===== src/rtl/sao_pkg.sv =====
// Shared types, register codes and constants for the sprite alpha overlay.
package sao_pkg;

  localparam int CHAN_W = 8;
  localparam int NUM_CH = 3;
  localparam int CFG_W  = 12;

  typedef logic [CHAN_W-1:0] chan_t;
  typedef chan_t [NUM_CH-1:0] pix_t;

  // One stored sprite texel: alpha on top, then chan_c, chan_b, chan_a.
  typedef struct packed {
    chan_t alpha;
    pix_t  rgb;
  } texel_t;

  // Configuration register indexes
  typedef enum logic [2:0] {
    CFG_FRAME_WIDTH   = 3'd0,
    CFG_FRAME_HEIGHT  = 3'd1,
    CFG_SPRITE_LEFT   = 3'd2,
    CFG_SPRITE_TOP    = 3'd3,
    CFG_SPRITE_WIDTH  = 3'd4,
    CFG_SPRITE_HEIGHT = 3'd5
  } cfg_idx_e;

  // Raw configuration register contents
  typedef struct packed {
    logic [11:0]        frame_width;
    logic [11:0]        frame_height;
    logic signed [11:0] sprite_left;
    logic signed [11:0] sprite_top;
    logic [6:0]         sprite_width;
    logic [6:0]         sprite_height;
  } cfg_regs_t;

  localparam logic [11:0] RST_FRAME_WIDTH   = 12'd640;
  localparam logic [11:0] RST_FRAME_HEIGHT  = 12'd480;
  localparam logic [11:0] RST_SPRITE_LEFT   = 12'd0;
  localparam logic [11:0] RST_SPRITE_TOP    = 12'd0;
  localparam logic [6:0]  RST_SPRITE_WIDTH  = 7'd64;
  localparam logic [6:0]  RST_SPRITE_HEIGHT = 7'd64;

  // Input item commands
  localparam logic CMD_LOAD  = 1'b0;
  localparam logic CMD_PIXEL = 1'b1;

  localparam chan_t ALPHA_MAX = 8'd255;

endpackage


===== src/rtl/sao_blend.sv =====
// Per-channel alpha blend of a sprite texel over a background pixel.
module sao_blend import sao_pkg::*; #(
  parameter int COLOR_CHANNELS = 3
) (
  input  pix_t   bg_i,
  input  texel_t texel_i,
  input  logic   hit_i,
  output pix_t   pix_o,
  output logic   covered_o
);

  logic opaque;

  assign opaque    = hit_i && (texel_i.alpha != '0);
  assign covered_o = opaque;

  for (genvar c = 0; c < NUM_CH; c++) begin : g_chan
    if (c < COLOR_CHANNELS) begin : g_mix
      logic [15:0] mix;
      logic [16:0] quo;

      // Weighted sum, then divide by 255 as (v + 1 + v/256) / 256
      assign mix = 16'(bg_i[c]) * 16'(ALPHA_MAX - texel_i.alpha)
                 + 16'(texel_i.rgb[c]) * 16'(texel_i.alpha);
      assign quo = 17'(mix) + 17'(mix[15:8]) + 17'd1;
      assign pix_o[c] = opaque ? quo[15:8] : bg_i[c];
    end else begin : g_pass
      assign pix_o[c] = bg_i[c];
    end
  end

endmodule


===== config.mk =====
export PLATFORM = sky130hd
export DESIGN_NAME = sao_blend
export DESIGN_NICKNAME = d
export VERILOG_FILES = /design/src/rtl/sao_pkg.sv /design/src/rtl/sao_blend.sv
export SDC_FILE = /design/constraint.sdc
export NUM_CORES = 1
export LEC_CHECK = 0
export BUFFER_PORTS_ARGS = -buffer_cell sky130_fd_sc_hd__buf_2
export CAP_MARGIN = 25
export CORE_ASPECT_RATIO = 0.9
export CORE_MARGIN = 3
export CORE_UTILIZATION = 40
export DETAILED_ROUTE_END_ITERATION = 7
export SLEW_MARGIN = 20
export SYNTH_ARGS = -nofsm -noshare
export SYNTH_HDL_FRONTEND = slang
export SYNTH_SLANG_ARGS = --single-unit

===== constraint.sdc =====
create_clock -name vclk -period 10.7
set_input_delay 1.605 -clock vclk [all_inputs]
set_output_delay 1.605 -clock vclk [all_outputs]
set_load 0.01 [all_outputs]

== After elaboration in Yosys (flattened, before gate mapping) ==
Index checks and enable logic that the tools add are counted.

* Register bits after elaboration: 0
* Input port bits: 57
* Output and inout port bits: 25
* Logic and storage cells: 21

* Add/sub/neg operators: 10
* Multiply operators: 6
* Mux-type cells: 3
* Reduce and logical (&&, ||, !) cells: 2

{| class="wikitable"
|+ Operator list
! cell !! number
|-
| adder 16 x 1 -> 16 bit, second input constant || 3
|-
| adder 16 bit || 3
|-
| adder 16 x 8 -> 16 bit || 3
|-
| multiplier 8 x 8 -> 16 bit || 3
|-
| multiplier 8 x 16 -> 16 bit || 2
|-
| 2-to-1 mux 8 bit || 3
|-
| multiplier 9 x 9 -> 16 bit || 1
|-
| subtractor 8 x 8 -> 9 bit, first input constant || 1
|-
| nonzero test 8 bit || 1
|-
| logical AND 1 bit || 1
|}

== Depth between registers and ports, before layout ==
Gate-level depths: netlist of run 1.

* Depth in word-level cells: 6
* Mapped depth: 30
* Depth with buffers taken out: 28

== Worst setup path after synthesis of run 1 ==
OpenSTA, ideal clock, no wires.

* Kind: input -> output
* From: input texel_i[26] (netlist name)
* To: output pix_o[21] (netlist name)
* Data arrival time: 8.368 ns
* Data required time: 9.095 ns
* Slack: 0.727 ns
* Stages: 26
* Buffers on the path: 2
* Cells stage by stage: clkbuf_1 > buf_1 > nand2_1 > fa_1 > fa_1 > inv_1 > fa_1 > fa_1 > fa_1 > inv_1 > fa_1 > inv_1 > ha_1 > a211o_1 > o31a_4 > a21o_1 > a21oi_1 > xnor2_1 > ha_1 > a31o_2 > o21ai_0 > a211oi_2 > nand4_1 > nand3_1 > a31o_2 > a31oi_1

{| class="wikitable"
|+ RTL lines
! what !! line !! source
|-
| from (decl) || sao_blend.sv:6 || <nowiki>input texel_t texel_i,</nowiki>
|-
| to (decl) || sao_blend.sv:8 || <nowiki>output pix_t pix_o,</nowiki>
|}

==> metrics.txt, run 1 <==
status completed; Via-to-Cell Ratio 5.08; final-report setup violation count 0; period utilisation layout 96.8%; initial antenna violation count 0; first-pass GRT wire length 64300 µm; cells after synthesis 1789; placed cells 2321; Max Clock Freq 96.6 MHz; Die Ht 192 µm; crit end category output port; Initial Util 40.9%; fin cells 2322; Reg area 0 µm²; Initial DRC Count 524; number of clock buffers in the layout 0; Overflow after GRT 0; commonest non-fill, non-tap cell in the layout inv_1; Yosys warnings 0; Remaining DRCs 0; vias in the first global route 12.7k; Worst setup SP type input port; hold path start bg_i[22]; Max-slew headroom 66.7%; Final HPWL DP 31500 µm; drt first pass iters 5; setup tns final 0 ns; worst setup margin 0.343 ns; routed wire length 37900 µm; Seq Cell Count 0; Final Critical Period 10.36 ns; CP required 9.10 ns; IO Pins 82; Total GRT Usage 19.4%; Setup Fix Bufs, Post-CTS 0; Final Hold Vio Count 0; kind of critical path in2out; library cells used by synthesis 81; RSZ-0062 raised after global routing true; Max Cap Violations 0; hold buffer count at CTS 0; Setup crit start texel_i[26]; CP arrival 8.75 ns; most frequent cells in the layout inv_1, fa_1, ha_1; Setup WS pre-CTS 0.179 ns; IO buf count 82; CP max FO 33; Post-DRT Antenna Nets 0; routed wire length per instance 16.3 µm; syn avg cell area 8.59 µm²; share of layout cells above drive strength 1 7.94%; hold crit path type in2out; die area 40800 µm²; Final Max Slew Viols 0; core box area 37600 µm²; hold slack 3.63 ns; Final nets 2397; Least-Margin Pin Slew 0.496 ns; via count 11.8k; Die W 213 µm; Area growth syn-to-layout 6.90%; post-synthesis sequential area ratio 0%; row count 67; largest net degree at the start of global routing 45; area of the mapped netlist 15400 µm²; GPL Wtd Cong 0.882
stage by stage:
stage / area [µm²] / util [%]
CTS: 16400 / 43.6
finish: 16400 / 43.7
global placement: 16400 / 43.6
global route: 16400 / 43.7
detailed placement: 16400 / 43.6
floorplan: 15400 / -
routing by layer:
metal | wire length [µm] | track usage (%)
met2 | 18100 | 33.6
met1 | 18100 | 27.8
met4 | 446 | 2.28
met5 | 0 | 0
met3 | 1200 | 0.653
cell type report:
cell class	count	area (µm²)
Antenna cell	1	2.50
Fill cell	3789	21100
Inverter	442	1660
Multi-Input combinational cell	1294	13500
Tap cell	483	604
Timing Repair Buffer	102	633
synth_stat cells (8+ instances only):
cell type / count / share of area [%]
nand2_1: 100 / 2.4
a21oi_1: 33 / 1.1
a21o_1: 18 / 0.88
o21ai_1: 10 / 0.33
o211ai_2: 8 / 0.65
nand3_1: 14 / 0.46
fa_1: 287 / 37
nor2_1: 43 / 1.1
clkbuf_1: 46 / 1.1
and2_1: 125 / 5.1
ha_1: 213 / 17
o21a_1: 8 / 0.39
o21ai_0: 23 / 0.75
inv_1: 440 / 11
nand4_1: 8 / 0.33
nor3_1: 10 / 0.33
nor2b_1: 118 / 4.8
xnor2_1: 29 / 1.7
or3_1: 17 / 0.69
a31oi_1: 17 / 0.69
nand2b_1: 87 / 3.5
kinds of logic after synthesis:
kind of cell	Yosys count	share of synthesized area, %
AOI/OAI and AO/OA	188	9.46
xor gates and xnor gates	40	2.61
other	1	0.0244
muxes	3	0.228
and+or+nand+nor	560	20.7
buffers and inverters	497	12.3
adders and majority gates	500	54.7
critical path, stage by stage:
cell and delay, ns:
buf_2 0.30, buf_12 0.26, nand2_1 0.12, fa_1 0.55, inv_1 0.06, fa_1 0.58
fa_1 0.45, fa_1 0.49, fa_1 0.50, inv_1 0.06, fa_1 0.48, inv_1 0.04
ha_1 0.39, o21ai_1 0.12, a21oi_1 0.18, o41ai_2 0.11, o211ai_1 0.22, o211ai_2 0.14
xor2_2 0.26, inv_2 0.09, ha_1 0.44, a21o_1 0.16, a21o_1 0.19, a31oi_4 0.07
or4_1 0.49, a31oi_1 0.19, buf_2 0.16
path summary, 6_finish.rpt:
path	end	cells after the start
min	pix_o[22]	4
max	pix_o[11]	27
timing repair:
action | CTS | global route
gates resized for setup | 0 | 8
endpoints found under the setup margin | 0 | 16
endpoints found under the hold margin | 0 | 0
==> run 2, diff against run 1 <==
Settings changed: REMOVE_ABC_BUFFERS set to 1.
==> metrics.txt, run 2 (synthesized netlist as in run 1, its figures left out) <==
status completed; first-pass GRT wire length 63500 µm; Worst setup SP type input port; Final Max Slew Viols 0; Final nets 2402; die area 40800 µm²; Setup Fix Bufs, Post-CTS 0; Final HPWL DP 31400 µm; fin area 16400 µm²; Via-to-Cell Ratio 5.04; Least-Margin Pin Slew 0.622 ns; drt first pass iters 5; kind of critical path in2out; GPL Wtd Cong 0.868; CP max FO 22; IO buf count 82; Seq Cell Count 0; final-report setup violation count 0; largest net degree at the start of global routing 24; setup tns final 0 ns; Max Clock Freq 96.8 MHz; hold crit path type in2out; Max Cap Violations 0; Remaining DRCs 0; hold buffer count at CTS 0; most frequent cells in the layout inv_1, fa_1, ha_1; row count 67; period utilisation layout 96.5%; Max-slew headroom 58.4%; Final Hold Vio Count 0; number of clock buffers in the layout 0; Antenna Cells 0; initial antenna violation count 0; Initial DRC Count 364; Reg area 0 µm²; vias in the first global route 12.5k; IO Pins 82; worst setup margin 0.372 ns; core box area 37600 µm²; Post-DRT Antenna Nets 0; Setup crit start texel_i[27]; CP required 9.10 ns; Die W 213 µm; routed wire length 37000 µm; routed wire length per instance 15.9 µm; placed cell area 16400 µm²; Layout fillers 3813; Total GRT Usage 19.0%; Overflow after GRT 0; Initial Util 40.9%; Final Critical Period 10.33 ns; Min-Delay Path Depth 4; share of layout cells above drive strength 1 8.08%; CP Capture Point pix_o[23]; Area growth syn-to-layout 6.91%; Setup WS pre-CTS 0.207 ns; via count 11.7k; commonest non-fill, non-tap cell in the layout inv_1; RSZ-0062 raised after global routing false; crit end category output port; Die Ht 192 µm; CP arrival 8.72 ns
==> run 2: cell count changes in the layout (fill, tap and decap cells not counted), sizes merged <==
| cell | before | now |
|---|---|---|
| diode | 1 | 0 |
| buf | 101 | 99 |
| clkbuf | 1 | 8 |
==> run 2: cell type report <==
cell class / instances / area (µm²) / share of cell area (%)
multi-input combinational: 1294 / 13500 / 82.3
inverter: 442 / 1660 / 10.1
timing repair buffer: 107 / 638 / 3.88
tap: 483 / 604 / 3.68
==> run 2: what timing repair did <==
item | 4_1_cts | 5_1_grt
hold endpoints to repair | 0 | 0
resized for setup | 0 | 15
setup endpoints to repair | 0 | 20
==> run 2: worst min-delay path by stage <==
stage	to	start
floorplan	pix_o[23]	bg_i[23]
global placement	pix_o[0]	bg_i[0]
detailed placement	pix_o[0]	bg_i[0]
CTS	pix_o[0]	bg_i[0]
global route	pix_o[0]	bg_i[0]
finish	pix_o[0]	bg_i[0]
==> run 2: stage by stage <==
stage	util [%]	hold WS, ns	std cells
floorplan	-	3.33	1736
global placement	43.6	3.62	2326
detailed placement	43.6	3.62	2326
CTS	43.6	3.62	2326
global route	43.7	3.66	2326
finish	43.7	3.61	2326
==> run 2: routing by layer <==
metal,share of wire [%],up-vias,GRT usage [%],wire length (µm)
li1,-,5626,-,-
met3,2.8,33,1.05,1020
met1,49,5894,27.5,18200
met2,47,175,32.4,17400
met4,1.2,0,2.23,432
met5,0,-,0,0
==> run 2: worst max-delay path: stages <==
cell      delay (ns)
clkbuf_4        0.26
nand2b_1        0.23
fa_1            0.50
fa_1            0.51
fa_1            0.52
inv_1           0.06
fa_1            0.49
fa_1            0.49
inv_1           0.05
fa_1            0.47
inv_1           0.04
ha_1            0.33
a211o_1         0.29
o31a_4          0.33
a21o_1          0.18
a21oi_1         0.17
xnor2_1         0.19
ha_1            0.30
a31o_2          0.24
o21ai_0         0.31
a211oi_2        0.15
nand4_1         0.15
nand3_1         0.20
and4_1          0.28
o31ai_2         0.20
buf_2           0.16
Power of run 2 is left out: the tool's default activity adds up to more than one toggle a clock period on the data nets, which glitch-free logic cannot reach.
==> run 3, diff against run 2 <==
--- a/config.mk
+++ b/config.mk
@@ -14,3 +14,3 @@
 export REMOVE_ABC_BUFFERS = 1
-export SLEW_MARGIN = 20
+export SLEW_MARGIN = 30
 export SYNTH_ARGS = -nofsm -noshare
==> constraint.sdc (replaced) <==
create_clock -name vclk -period 10.7
set_input_delay 1.605 -clock vclk [all_inputs]
set_output_delay 1.605 -clock vclk [all_outputs]
set_load 0.1 [all_outputs]
==> metrics.txt, run 3 (synthesized netlist as in run 1, its figures left out) <==
Reg area 0 µm²; most used cell, CP fa_1; Die Ht 192 µm; Worst setup SP type input port; period utilisation layout 96.9%; routed wire length 37500 µm; met1 GRT Util 28.5%; Least-Margin Pin Slew 0.663 ns; Antenna Cells 0; first-pass GRT wire length 63500 µm; commonest non-fill, non-tap cell in the layout inv_1; largest net degree at the start of global routing 29; Post-DRT Antenna Nets 0; routed wire length per instance 16.0 µm; via count 11.8k; share of layout cells above drive strength 1 9.21%; drt first pass iters 5; Max Clock Freq 96.5 MHz; Initial Util 40.9%; final-report setup violation count 0; global routing's busiest layer met2; Final Critical Period 10.36 ns; Total GRT Usage 19.0%; kind of critical path in2out; Remaining DRCs 0; Final Max Slew Viols 0; hold slack 3.70 ns; Layout fillers 3702; Seq Cell Count 0; GPL Wtd Cong 0.860; Via-to-Cell Ratio 5.04; Crit path largest cell delay 0.54 ns; Max-slew headroom 55.7%; CP required 9.10 ns; CP arrival 8.76 ns; CP max-delay cell fa_1; Max Cap Violations 0; row count 67; Overflow after GRT 0; hold crit path type in2out; vias in the first global route 12.4k; Area growth syn-to-layout 10.4%; crit end category output port; initial antenna violation count 0; Die W 213 µm; footprint of the multi-input gates 13600 µm²; Final HPWL DP 31700 µm; met2 global-route usage 32.2%; IO buf count 82; number of clock buffers in the layout 0; Setup crit start texel_i[31]; Final nets 2416; M3 GR Usage 0.588%; die area 40800 µm²; most frequent cells in the layout inv_1, fa_1, ha_1; status completed; Initial DRC Count 487; hold path start bg_i[0]; IO Pins 82; core box area 37600 µm²; CP max FO 28; Final Hold Vio Count 0
## run 3: metal layers
metal | wire length (µm) | vias to the layer above
li1 | - | 5671
met4 | 228 | 0
met1 | 18400 | 5940
met5 | 0 | -
met2 | 17900 | 172
met3 | 1070 | 20
## run 3: worst paths after layout
check | to | slack (ns) | cells after the start
worst max-delay path | pix_o[13] | 0.34 | 27
worst min-delay path | pix_o[0] | 3.70 | 4
## run 3: layout make-up
class                      instances  share of cell area [%]
tap                              483                    3.56
multi-input combinational       1294                    80.0
timing repair buffer             121                    6.67
inverter                         442                    9.78
## run 3: what timing repair did
action	in CTS	in global routing
endpoints found under the setup margin	3	24
gates resized for setup	1	34
hold buffers	0	0
pin swaps	0	2
buffers inserted	0	0
## run 3: critical path, delay by kind of cell
| family | cells | cell delay (ns) |
|---|---|---|
| adders and majority gates | 8 | 3.78 |
| AOI/OAI and AO/OA | 9 | 1.46 |
| and+or+nand+nor | 2 | 0.73 |
| buffers and inverters | 7 | 0.91 |
| xor gates and xnor gates | 1 | 0.25 |
## run 3: metrics by stage
stage / std cells / worst slack [ns] / setup TNS [ns] / area [µm²] / utilization [%]
4_1_cts: 2340 / 0.0215 / 0 / 16800 / 44.9
6_report: 2340 / 0.336 / 0 / 17000 / 45.2
3_3_place_gp: 2340 / 0.0588 / 0 / 16800 / 44.8
2_1_floorplan: 1736 / -0.711 / -2.51 / 15100 / -
5_1_grt: 2340 / -0.0324 / -0.0324 / 17000 / 45.2
3_5_place_dp: 2340 / -0.0215 / -0.0364 / 16800 / 44.8
Power of run 3 is left out for the same reason.
