**config.mk**
```make
export PLATFORM = sky130hd
export DESIGN_NAME = sao_cfg_regs
export DESIGN_NICKNAME = d
export VERILOG_FILES = /design/src/rtl/sao_pkg.sv /design/src/rtl/sao_cfg_regs.sv
export SDC_FILE = /design/constraint.sdc
export NUM_CORES = 1
export LEC_CHECK = 0
export BUFFER_PORTS_ARGS = -buffer_cell sky130_fd_sc_hd__buf_2
export CAP_MARGIN = 10
export CELL_PAD_IN_SITES_DETAIL_PLACEMENT = 0
export CELL_PAD_IN_SITES_GLOBAL_PLACEMENT = 1
export CORE_MARGIN = 2
export CORE_UTILIZATION = 42
export DETAILED_ROUTE_END_ITERATION = 6
export GPL_TIMING_DRIVEN = 0
export PLACE_DENSITY_LB_ADDON = 0.1
export SETUP_SLACK_MARGIN = 0.15
export SLEW_MARGIN = 30
export SYNTH_ARGS = -nofsm -noshare
export SYNTH_HDL_FRONTEND = slang
export SYNTH_SLANG_ARGS = --single-unit
```
**constraint.sdc**
```tcl
create_clock -name clk_i -period 1.2 [get_ports clk_i]
set_clock_uncertainty 0.1 [all_clocks]
set_input_delay 0.12 -clock clk_i [delete_from_list [all_inputs] [get_ports clk_i]]
set_output_delay 0.12 -clock clk_i [all_outputs]
set_load 0.01 [all_outputs]
```
**src/rtl/sao_pkg.sv**
```systemverilog
// Shared types, register codes and constants for the sprite alpha overlay.
package sao_pkg;

  localparam int CHAN_W = 8;
  localparam int NUM_CH = 3;
  localparam int CFG_W  = 12;

  typedef logic [CHAN_W-1:0] chan_t;
  typedef chan_t [NUM_CH-1:0] pix_t;

  // One stored sprite texel: alpha on top, then chan_c, chan_b, chan_a.
  typedef struct packed {
    chan_t alpha;
    pix_t  rgb;
  } texel_t;

  // Configuration register indexes
  typedef enum logic [2:0] {
    CFG_FRAME_WIDTH   = 3'd0,
    CFG_FRAME_HEIGHT  = 3'd1,
    CFG_SPRITE_LEFT   = 3'd2,
    CFG_SPRITE_TOP    = 3'd3,
    CFG_SPRITE_WIDTH  = 3'd4,
    CFG_SPRITE_HEIGHT = 3'd5
  } cfg_idx_e;

  // Raw configuration register contents
  typedef struct packed {
    logic [11:0]        frame_width;
    logic [11:0]        frame_height;
    logic signed [11:0] sprite_left;
    logic signed [11:0] sprite_top;
    logic [6:0]         sprite_width;
    logic [6:0]         sprite_height;
  } cfg_regs_t;

  localparam logic [11:0] RST_FRAME_WIDTH   = 12'd640;
  localparam logic [11:0] RST_FRAME_HEIGHT  = 12'd480;
  localparam logic [11:0] RST_SPRITE_LEFT   = 12'd0;
  localparam logic [11:0] RST_SPRITE_TOP    = 12'd0;
  localparam logic [6:0]  RST_SPRITE_WIDTH  = 7'd64;
  localparam logic [6:0]  RST_SPRITE_HEIGHT = 7'd64;

  // Input item commands
  localparam logic CMD_LOAD  = 1'b0;
  localparam logic CMD_PIXEL = 1'b1;

  localparam chan_t ALPHA_MAX = 8'd255;

endpackage

```
**src/rtl/sao_cfg_regs.sv**
```systemverilog
// Configuration register file of the sprite alpha overlay.
module sao_cfg_regs import sao_pkg::*; (
  input  logic             clk_i,
  input  logic             rst_ni,
  input  logic             we_i,
  input  logic [2:0]       idx_i,
  input  logic [CFG_W-1:0] wdata_i,
  output cfg_regs_t        regs_o
);

  cfg_regs_t regs_q;

  // Decode the write index and update one register
  always_ff @(posedge clk_i or negedge rst_ni) begin
    if (!rst_ni) begin
      regs_q.frame_width   <= RST_FRAME_WIDTH;
      regs_q.frame_height  <= RST_FRAME_HEIGHT;
      regs_q.sprite_left   <= RST_SPRITE_LEFT;
      regs_q.sprite_top    <= RST_SPRITE_TOP;
      regs_q.sprite_width  <= RST_SPRITE_WIDTH;
      regs_q.sprite_height <= RST_SPRITE_HEIGHT;
    end else if (we_i) begin
      case (cfg_idx_e'(idx_i))
        CFG_FRAME_WIDTH:   regs_q.frame_width   <= wdata_i;
        CFG_FRAME_HEIGHT:  regs_q.frame_height  <= wdata_i;
        CFG_SPRITE_LEFT:   regs_q.sprite_left   <= wdata_i;
        CFG_SPRITE_TOP:    regs_q.sprite_top    <= wdata_i;
        CFG_SPRITE_WIDTH:  regs_q.sprite_width  <= wdata_i[6:0];
        CFG_SPRITE_HEIGHT: regs_q.sprite_height <= wdata_i[6:0];
        default: ;
      endcase
    end
  end

  assign regs_o = regs_q;

endmodule

```
Word-level counts from Yosys, hierarchy flattened
Index checks and enable logic that the tools add are counted.
- equal/unequal tests: 5
- reductions and logical operators: 7
- operators with widths (operator ; count):
    $reduce_and 2->1 ; 6
    $eq 3x2->1 const B ; 2
    $eq 3x3->1 const B ; 2
    $eq 3x1->1 const B ; 1
    $logic_not 3->1 ; 1
- flip-flop bits (word level): 62
- output and inout port bits: 62

Depth between registers and ports, before layout
Gate-level depths: netlist of the first run.
- word-level depth: 2
- gate-level depth with buffers: 3
- gate-level depth less buffers: 2

Worst setup path before layout of the first run
OpenSTA, ideal clock, no wires.
- path kind: in2reg
- start: input idx_i[1]
- end: register regs_q, in the netlist regs_o[52]
- stages: 3
- buffers on the path: 1
- arrival time: 0.943 ns
- path slack: 0.032 ns
- data required time: 0.975 ns
- library setup time: 0.125 ns
- cell sequence: nor4b_4 buf_6 mux2_2
- cells in the longest elaborated chain, start to end: 2
- RTL lines (item ; line ; RTL):
    start: declaration ; sao_cfg_regs.sv:6 ; input logic [2:0] idx_i,
    $logic_not 3->1 ; sao_cfg_regs.sv:23 ; case (cfg_idx_e'(idx_i))
    $reduce_and 2->1 (no source line) ; -- ;
    end: declaration ; sao_cfg_regs.sv:11 ; cfg_regs_t regs_q;
Every way passes these cells.
A chain may end at the register's enable or synchronous reset.

Worst setup path in the final report of the first run
- start: register regs_q, in the netlist regs_o[46]
- end: output regs_o[46] (netlist name)
- RTL lines (item ; line ; RTL):
    end: declaration ; sao_cfg_regs.sv:8 ; output cfg_regs_t regs_o
No word-level cell between the ends.

==> results.sh, run 1 <==
export IMPL_status="finished, violations left"
export IMPL_violations="hold timing"
export IMPL_cp_arrival_ps=980
export IMPL_cp_max_fo=2
export IMPL_antenna_found_initial=0
export IMPL_synth_seq_area_share_pct=60.94
export IMPL_fmax_mhz=833.5
export IMPL_clkPwrFrac_pct=29.5
export IMPL_mappedNetlistArea_mm2=0.002562
export IMPL_synthCells=135
export IMPL_slew_headroom_pct=49.15
export IMPL_grt_pass1_vias=1721
export IMPL_yosys_warnings=0
export IMPL_synth_most_common_cell="dfrtp_1"
export IMPL_clk_pin_slew_ps=70
export IMPL_rr_worst_depth=2
export IMPL_r2r_end="regs_o[12]$_DFFE_PN0P_"
export IMPL_grt_use_met1_pct=26.28
export IMPL_finalCritPeriodShare_pct=99.97
export IMPL_netSwitchingFraction_pct=25.63
export IMPL_grt_pass1_wl_um=9177
export IMPL_core_region_area_mm2=0.005921
export IMPL_htreeDepth=3
export IMPL_worst_setup_path_start_kind="register"
export IMPL_drt_iter0_markers=51
export IMPL_rsz0062_at_grt="yes"
export IMPL_grt_usage_pct=18.93
export IMPL_worstMarginPinSlew_ps=762.7
export IMPL_pwr_share_comb_pct=29.8
export IMPL_ir_drop_mv=0.9268
export IMPL_initial_core_util_pct=43.28
export IMPL_synth_distinct_cells=10
export IMPL_p_per_area_mw_per_mm2=1828
export IMPL_intPower_mw=5.224
export IMPL_num_rows=28
export IMPL_synth_edf_count=0
export IMPL_cts_hold_buf=11
export IMPL_synth_common_cells="54 x dfrtp_1, 37 x mux2_4, 25 x mux2_2"
export IMPL_timing_rr_start="regs_o[12]$_DFFE_PN0P_"
export IMPL_period_needed_ps=1200
export IMPL_pwr_share_seq_pct=40.7
export IMPL_numCtsBuffers=9
export IMPL_place_ws_ps=-262.2
export IMPL_layout_drive_gt1_share_pct=75.63
export IMPL_netlist_area_leader_share_pct=52.73
export IMPL_rrSetupSlack_ps=190
export IMPL_critPathKind="register to output port"
export IMPL_wl_per_cell_um=16.76
export IMPL_cp_cell_sequence="buf_6"
export IMPL_power_switching_mw=1.801
export IMPL_ys_ff_latch=62
export IMPL_worst_slack_ps=0.3079
export IMPL_dp_hpwl_um=3729
export IMPL_nFillCells=480
export IMPL_slew_viol_final=0
export IMPL_viasPerCell=4.715
export IMPL_hold_class="primary input to async pin"
export IMPL_use_met2_pct=28.86
export IMPL_area_growth_pct=50.00
export IMPL_finalSetupViolCount=0
export IMPL_yosys_top_cells_area="dfrtp_1 53%, mux2_4 22%, mux2_2 11%"
export IMPL_cap_violations=0
export IMPL_use_met3_pct=3.696
export IMPL_cts_buffer_depth=2
export IMPL_synth_area_per_cell_um2=18.98
export IMPL_vias=1669
export IMPL_slowest_delay_ps=550
export IMPL_io_buffers=79
export IMPL_final_hold_violation_count=54
export IMPL_drt_wl_total_um=5933
export IMPL_synthArstFlopShare_pct=100.0
export IMPL_ys_flop_type="dfrtp_1"
export IMPL_crit_family="flip-flops"
export IMPL_drcViolationCount=0
export IMPL_timing_hold_ws_ps=-236.1
export IMPL_worstSetupEndpointType="output port"
export IMPL_cts_tree="yes"
export IMPL_largest_reg_flops=62
export IMPL_nNetsFinal=292
export IMPL_worstSkewPairLatency_ps=330
export IMPL_die_w_um=82.11
export IMPL_antenna_cells=0
export IMPL_drtAntennaViolNets=0
export IMPL_grt_start_max_net_pins=63
export IMPL_gp_congestion=0.7182
export IMPL_io_pins=80
export IMPL_synth_largest_area_cell="dfrtp_1"
export IMPL_firstDrtPassIters=4
export IMPL_overflow=0
export IMPL_crit_path_top_delay_cell="dfstp_2"
export IMPL_clock_root_buffer="clkbuf_8"
export IMPL_cts_sinks=62
export IMPL_die_area_mm2=0.006742
export IMPL_dieHeight_um=82.11
export IMPL_synth_nets=153
export IMPL_busiest_layer="met2"
export IMPL_critPathRequiredTime_ps=980
export IMPL_leakagePower_nw=1.921
export IMPL_fin_tns_setup_ps=0
export IMPL_path_buf_inv=1
[power groups by stage]
stage	combinational [mW]	sequential (mW)	clock, mW
3_3_place_gp	1.52	2.84	0
4_1_cts	2.01	2.85	2.11
5_1_grt	2.25	2.92	2.22
2_1_floorplan	0.644	3.09	0
6_report	2.10	2.86	2.07
3_5_place_dp	1.55	2.88	0
[worst reg2reg max path, stage by stage, from the launching register on]
cell and delay, ps:
dfrtp_1 400, buf_4 140, mux2_4 260
[cell families after synthesis]
group	count (synthesis)	synth area share, %
flops	62	60.94
buf+inv	5	2.539
simple gates	6	3.857
mux	62	32.67
[worst max path at each step]
| stage | startpoint | to | slack (ps) | cells after the start |
|---|---|---|---|---|
| 6_report | regs_o[46]$_DFFE_PN1P_ | regs_o[46] | 0.3 | 1 |
| 5_1_grt | regs_o[44]$_DFFE_PN1P_ | regs_o[44] | -40 | 1 |
| 4_1_cts | regs_o[44]$_DFFE_PN1P_ | regs_o[44] | -10 | 1 |
| 3_5_place_dp | idx_i[2] | regs_o[58]$_DFFE_PN0P_ | -260 | 4 |
| 3_3_place_gp | idx_i[2] | regs_o[60]$_DFFE_PN0P_ | -240 | 4 |
| 2_1_floorplan | idx_i[2] | regs_o[52]$_DFFE_PN0P_ | 30 | 3 |
[timing repair]
action	4_1_cts	5_1_grt
hold endpoints to repair	99	54
resized for setup	16	12
buffers inserted	30	7
pin swaps	1	1
cloned	1	0
endpoints found under the setup margin	72	74
[metrics by stage]
step	util (%)	area [um^2]	total power, mW	hold WS [ps]	std cells
floorplan	-	2596	3.730	-275.6	135
global placement	52.11	3085	4.365	292.2	289
detailed placement	52.16	3088	4.432	147.5	289
CTS	63.21	3742	6.968	-222.3	347
global route	64.92	3844	7.391	-187.3	354
finish	64.92	3844	7.025	-236.1	354
[placed cells by master (no fill, tap or decap)]
master	instances
mux2_2	17
nor4b_4	1
buf_8	2
dfrtp_1	54
buf_6	20
clkbuf_1	2
nand4b_2	2
and4bb_4	2
dfstp_2	8
clkbuf_4	2
clkbuf_8	11
and4bb_1	1
mux2_4	45
buf_4	38
clkinvlp_4	1
dlygate4sd3_1	11
buf_2	58
buf_12	2
bufinv_16	2
[layout make-up]
cell class              count  area, um^2  area share, %
flip-flops and latches     62        1562          40.63
plain buffers               5       72.57          1.888
clock buffers              13       158.9          4.134
clock inverters             3       67.56          1.758
multi-input cells          68       965.9          25.13
repair buffers            128       923.4          24.02
well taps                  75       93.84          2.441
[layer usage]
| metal | wire length, um | up-vias |
|---|---|---|
| li1 | - | 771 |
| met1 | 2716 | 840 |
| met2 | 2865 | 48 |
| met3 | 261 | 10 |
| met4 | 89 | 0 |
| met5 | 0 | - |
Note: power is estimated with default switching activity, not from simulation.
==> run 2: changes to the inputs <==
--- a/config.mk
+++ b/config.mk
@@ -10,7 +10,7 @@
 export CELL_PAD_IN_SITES_DETAIL_PLACEMENT = 0
 export CELL_PAD_IN_SITES_GLOBAL_PLACEMENT = 1
 export CORE_MARGIN = 2
-export CORE_UTILIZATION = 42
+export CORE_UTILIZATION = 35
 export DETAILED_ROUTE_END_ITERATION = 6
 export GPL_TIMING_DRIVEN = 0
 export PLACE_DENSITY_LB_ADDON = 0.1
==> results.sh, run 2 (synthesis gave the netlist of run 1 again) <==
export IMPL_grt_start_max_net_pins=63
export IMPL_overflow=0
export IMPL_drcViolationCount=0
export IMPL_worstSetupEndpointType="output port"
export IMPL_firstDrtPassIters=4
export IMPL_slew_viol_final=0
export IMPL_worst_setup_path_start_kind="register"
export IMPL_grt_pass1_wl_um=9459
export IMPL_p_per_area_mw_per_mm2=1793
export IMPL_violations="hold timing"
export IMPL_io_buffers=79
export IMPL_initial_core_util_pct=35.71
export IMPL_antenna_cells=0
export IMPL_fmax_mhz=834.0
export IMPL_gp_congestion=0.7414
export IMPL_layout_drive_gt1_share_pct=75.71
export IMPL_status="finished, violations left"
export IMPL_regArea_mm2=0.001562
export IMPL_clock_root_buffer="clkbuf_8"
export IMPL_viasPerCell=4.385
export IMPL_largest_reg_flops=62
export IMPL_cp_cell_sequence="buf_6"
export IMPL_cp_max_fo=2
export IMPL_io_pins=80
export IMPL_multi_input_area_um2=969.7
export IMPL_vias=1662
export IMPL_finalCritPeriodShare_pct=99.92
export IMPL_htreeDepth=3
export IMPL_critPathKind="register to output port"
export IMPL_crit_path_top_delay_cell="dfstp_2"
export IMPL_drt_iter0_markers=55
export IMPL_antenna_found_initial=0
export IMPL_core_region_area_mm2=0.007176
export IMPL_drtAntennaViolNets=0
export IMPL_timing_hold_ws_ps=-254.7
export IMPL_worstMarginPinSlew_ps=788.1
export IMPL_finalPower_mw=7.043
export IMPL_dp_hpwl_um=3711
export IMPL_worstSkewPairLatency_ps=320
export IMPL_ir_drop_mv=0.6442
export IMPL_cp_arrival_ps=980
export IMPL_rsz0062_at_grt="yes"
export IMPL_cts_buffer_depth=2
export IMPL_critPathRequiredTime_ps=980
export IMPL_grt_pass1_vias=1754
export IMPL_slowest_delay_ps=550
export IMPL_crit_family="flip-flops"
export IMPL_area_growth_pct=53.32
export IMPL_slew_headroom_pct=47.46
export IMPL_cts_tree="yes"
export IMPL_leakagePower_nw=1.948
export IMPL_dieHeight_um=89.57
export IMPL_place_ws_ps=-281.0
export IMPL_grt_usage_pct=16.53
export IMPL_cts_sinks=62
export IMPL_die_area_mm2=0.008022
export IMPL_worst_slack_ps=0.9243
export IMPL_num_rows=31
export IMPL_final_cell_mix="54 x dfrtp_1, 49 x buf_2, 46 x mux2_4"
export IMPL_finalSetupViolCount=0
export IMPL_nNetsFinal=293
export IMPL_numCtsBuffers=9
export IMPL_hold_class="primary input to async pin"
export IMPL_period_needed_ps=1199
export IMPL_final_hold_violation_count=54
export IMPL_path_buf_inv=1
export IMPL_wl_per_cell_um=16.13
export IMPL_final_common_cell="dfrtp_1"
export IMPL_cap_violations=0
export IMPL_clk_pin_slew_ps=70
export IMPL_nFillCells=591
export IMPL_die_w_um=89.57
export IMPL_cts_hold_buf=11
export IMPL_drt_wl_total_um=6112
==> run 2: changes by cell type in the layout (fill, tap and decap cells not counted), sizes merged <==
cell | previous run | this run
clkinv | 0 | 2
clkbuf | 15 | 12
buf | 120 | 123
clkinvlp | 1 | 0
==> run 2: cell type report <==
| class | instances | area share, % |
|---|---|---|
| flip-flops and latches | 62 | 39.75 |
| repair buffers | 129 | 25.10 |
| multi-input cells | 68 | 24.68 |
| clock buffers | 12 | 3.694 |
| well taps | 99 | 3.153 |
| plain buffers | 5 | 1.847 |
| clock inverters | 4 | 1.783 |
==> run 2: per-stage QoR <==
stage,TNS (ps),util [%],hold slack [ps],instances,instance area (um^2)
finish,0,54.75,-254.7,379,3929
CTS,-56.24,53.01,-212.8,374,3804
floorplan,0,-,-275.6,135,2596
detailed placement,-7691,43.45,153.0,313,3118
global placement,-15940,43.42,291.4,313,3115
global route,-195.2,54.75,-171.0,379,3929
==> run 2: metal layers <==
| layer | up-vias | routed length, um | track usage, % | share of wire [%] |
|---|---|---|---|---|
| met5 | - | 0 | 0 | 0 |
| met4 | 0 | 63 | 6.513 | 1.0 |
| met2 | 44 | 3131 | 26.27 | 51 |
| met1 | 850 | 2669 | 21.33 | 44 |
| met3 | 5 | 248 | 4.709 | 4.1 |
| li1 | 763 | - | - | - |
==> run 2: timing repair <==
action / in CTS / in global routing
endpoints found under the setup margin: 72 / 75
resized for setup: 20 / 20
pin swaps: 1 / 2
setup buffers: 33 / 5
hold endpoints to repair: 105 / 54
gates cloned: 1 / 0
==> run 2: path summary, 6_finish.rpt <==
check,end,depth (start not counted),slack [ps],start
min in group clk_i,regs_o[10]$_DFFE_PN0P_,2,20,wdata_i[3]
hold / removal,regs_o[34]$_DFFE_PN0P_,1,-250,rst_ni
setup / recovery,regs_o[13],1,0.9,regs_o[13]$_DFFE_PN1P_
setup reg to reg,regs_o[41]$_DFFE_PN0P_,2,180,regs_o[41]$_DFFE_PN0P_
max in group asynchronous,regs_o[1]$_DFFE_PN0P_,1,710,rst_ni
hold reg to reg,regs_o[14]$_DFFE_PN0P_,1,410,regs_o[14]$_DFFE_PN0P_
==> run 2: power breakdown <==
part	internal, mW	switching, mW	total [mW]
Sequential	2.60	0.280	2.88
Clock	1.22	0.777	2.00
Combinational	1.42	0.746	2.17
Total	5.24	1.80	7.04
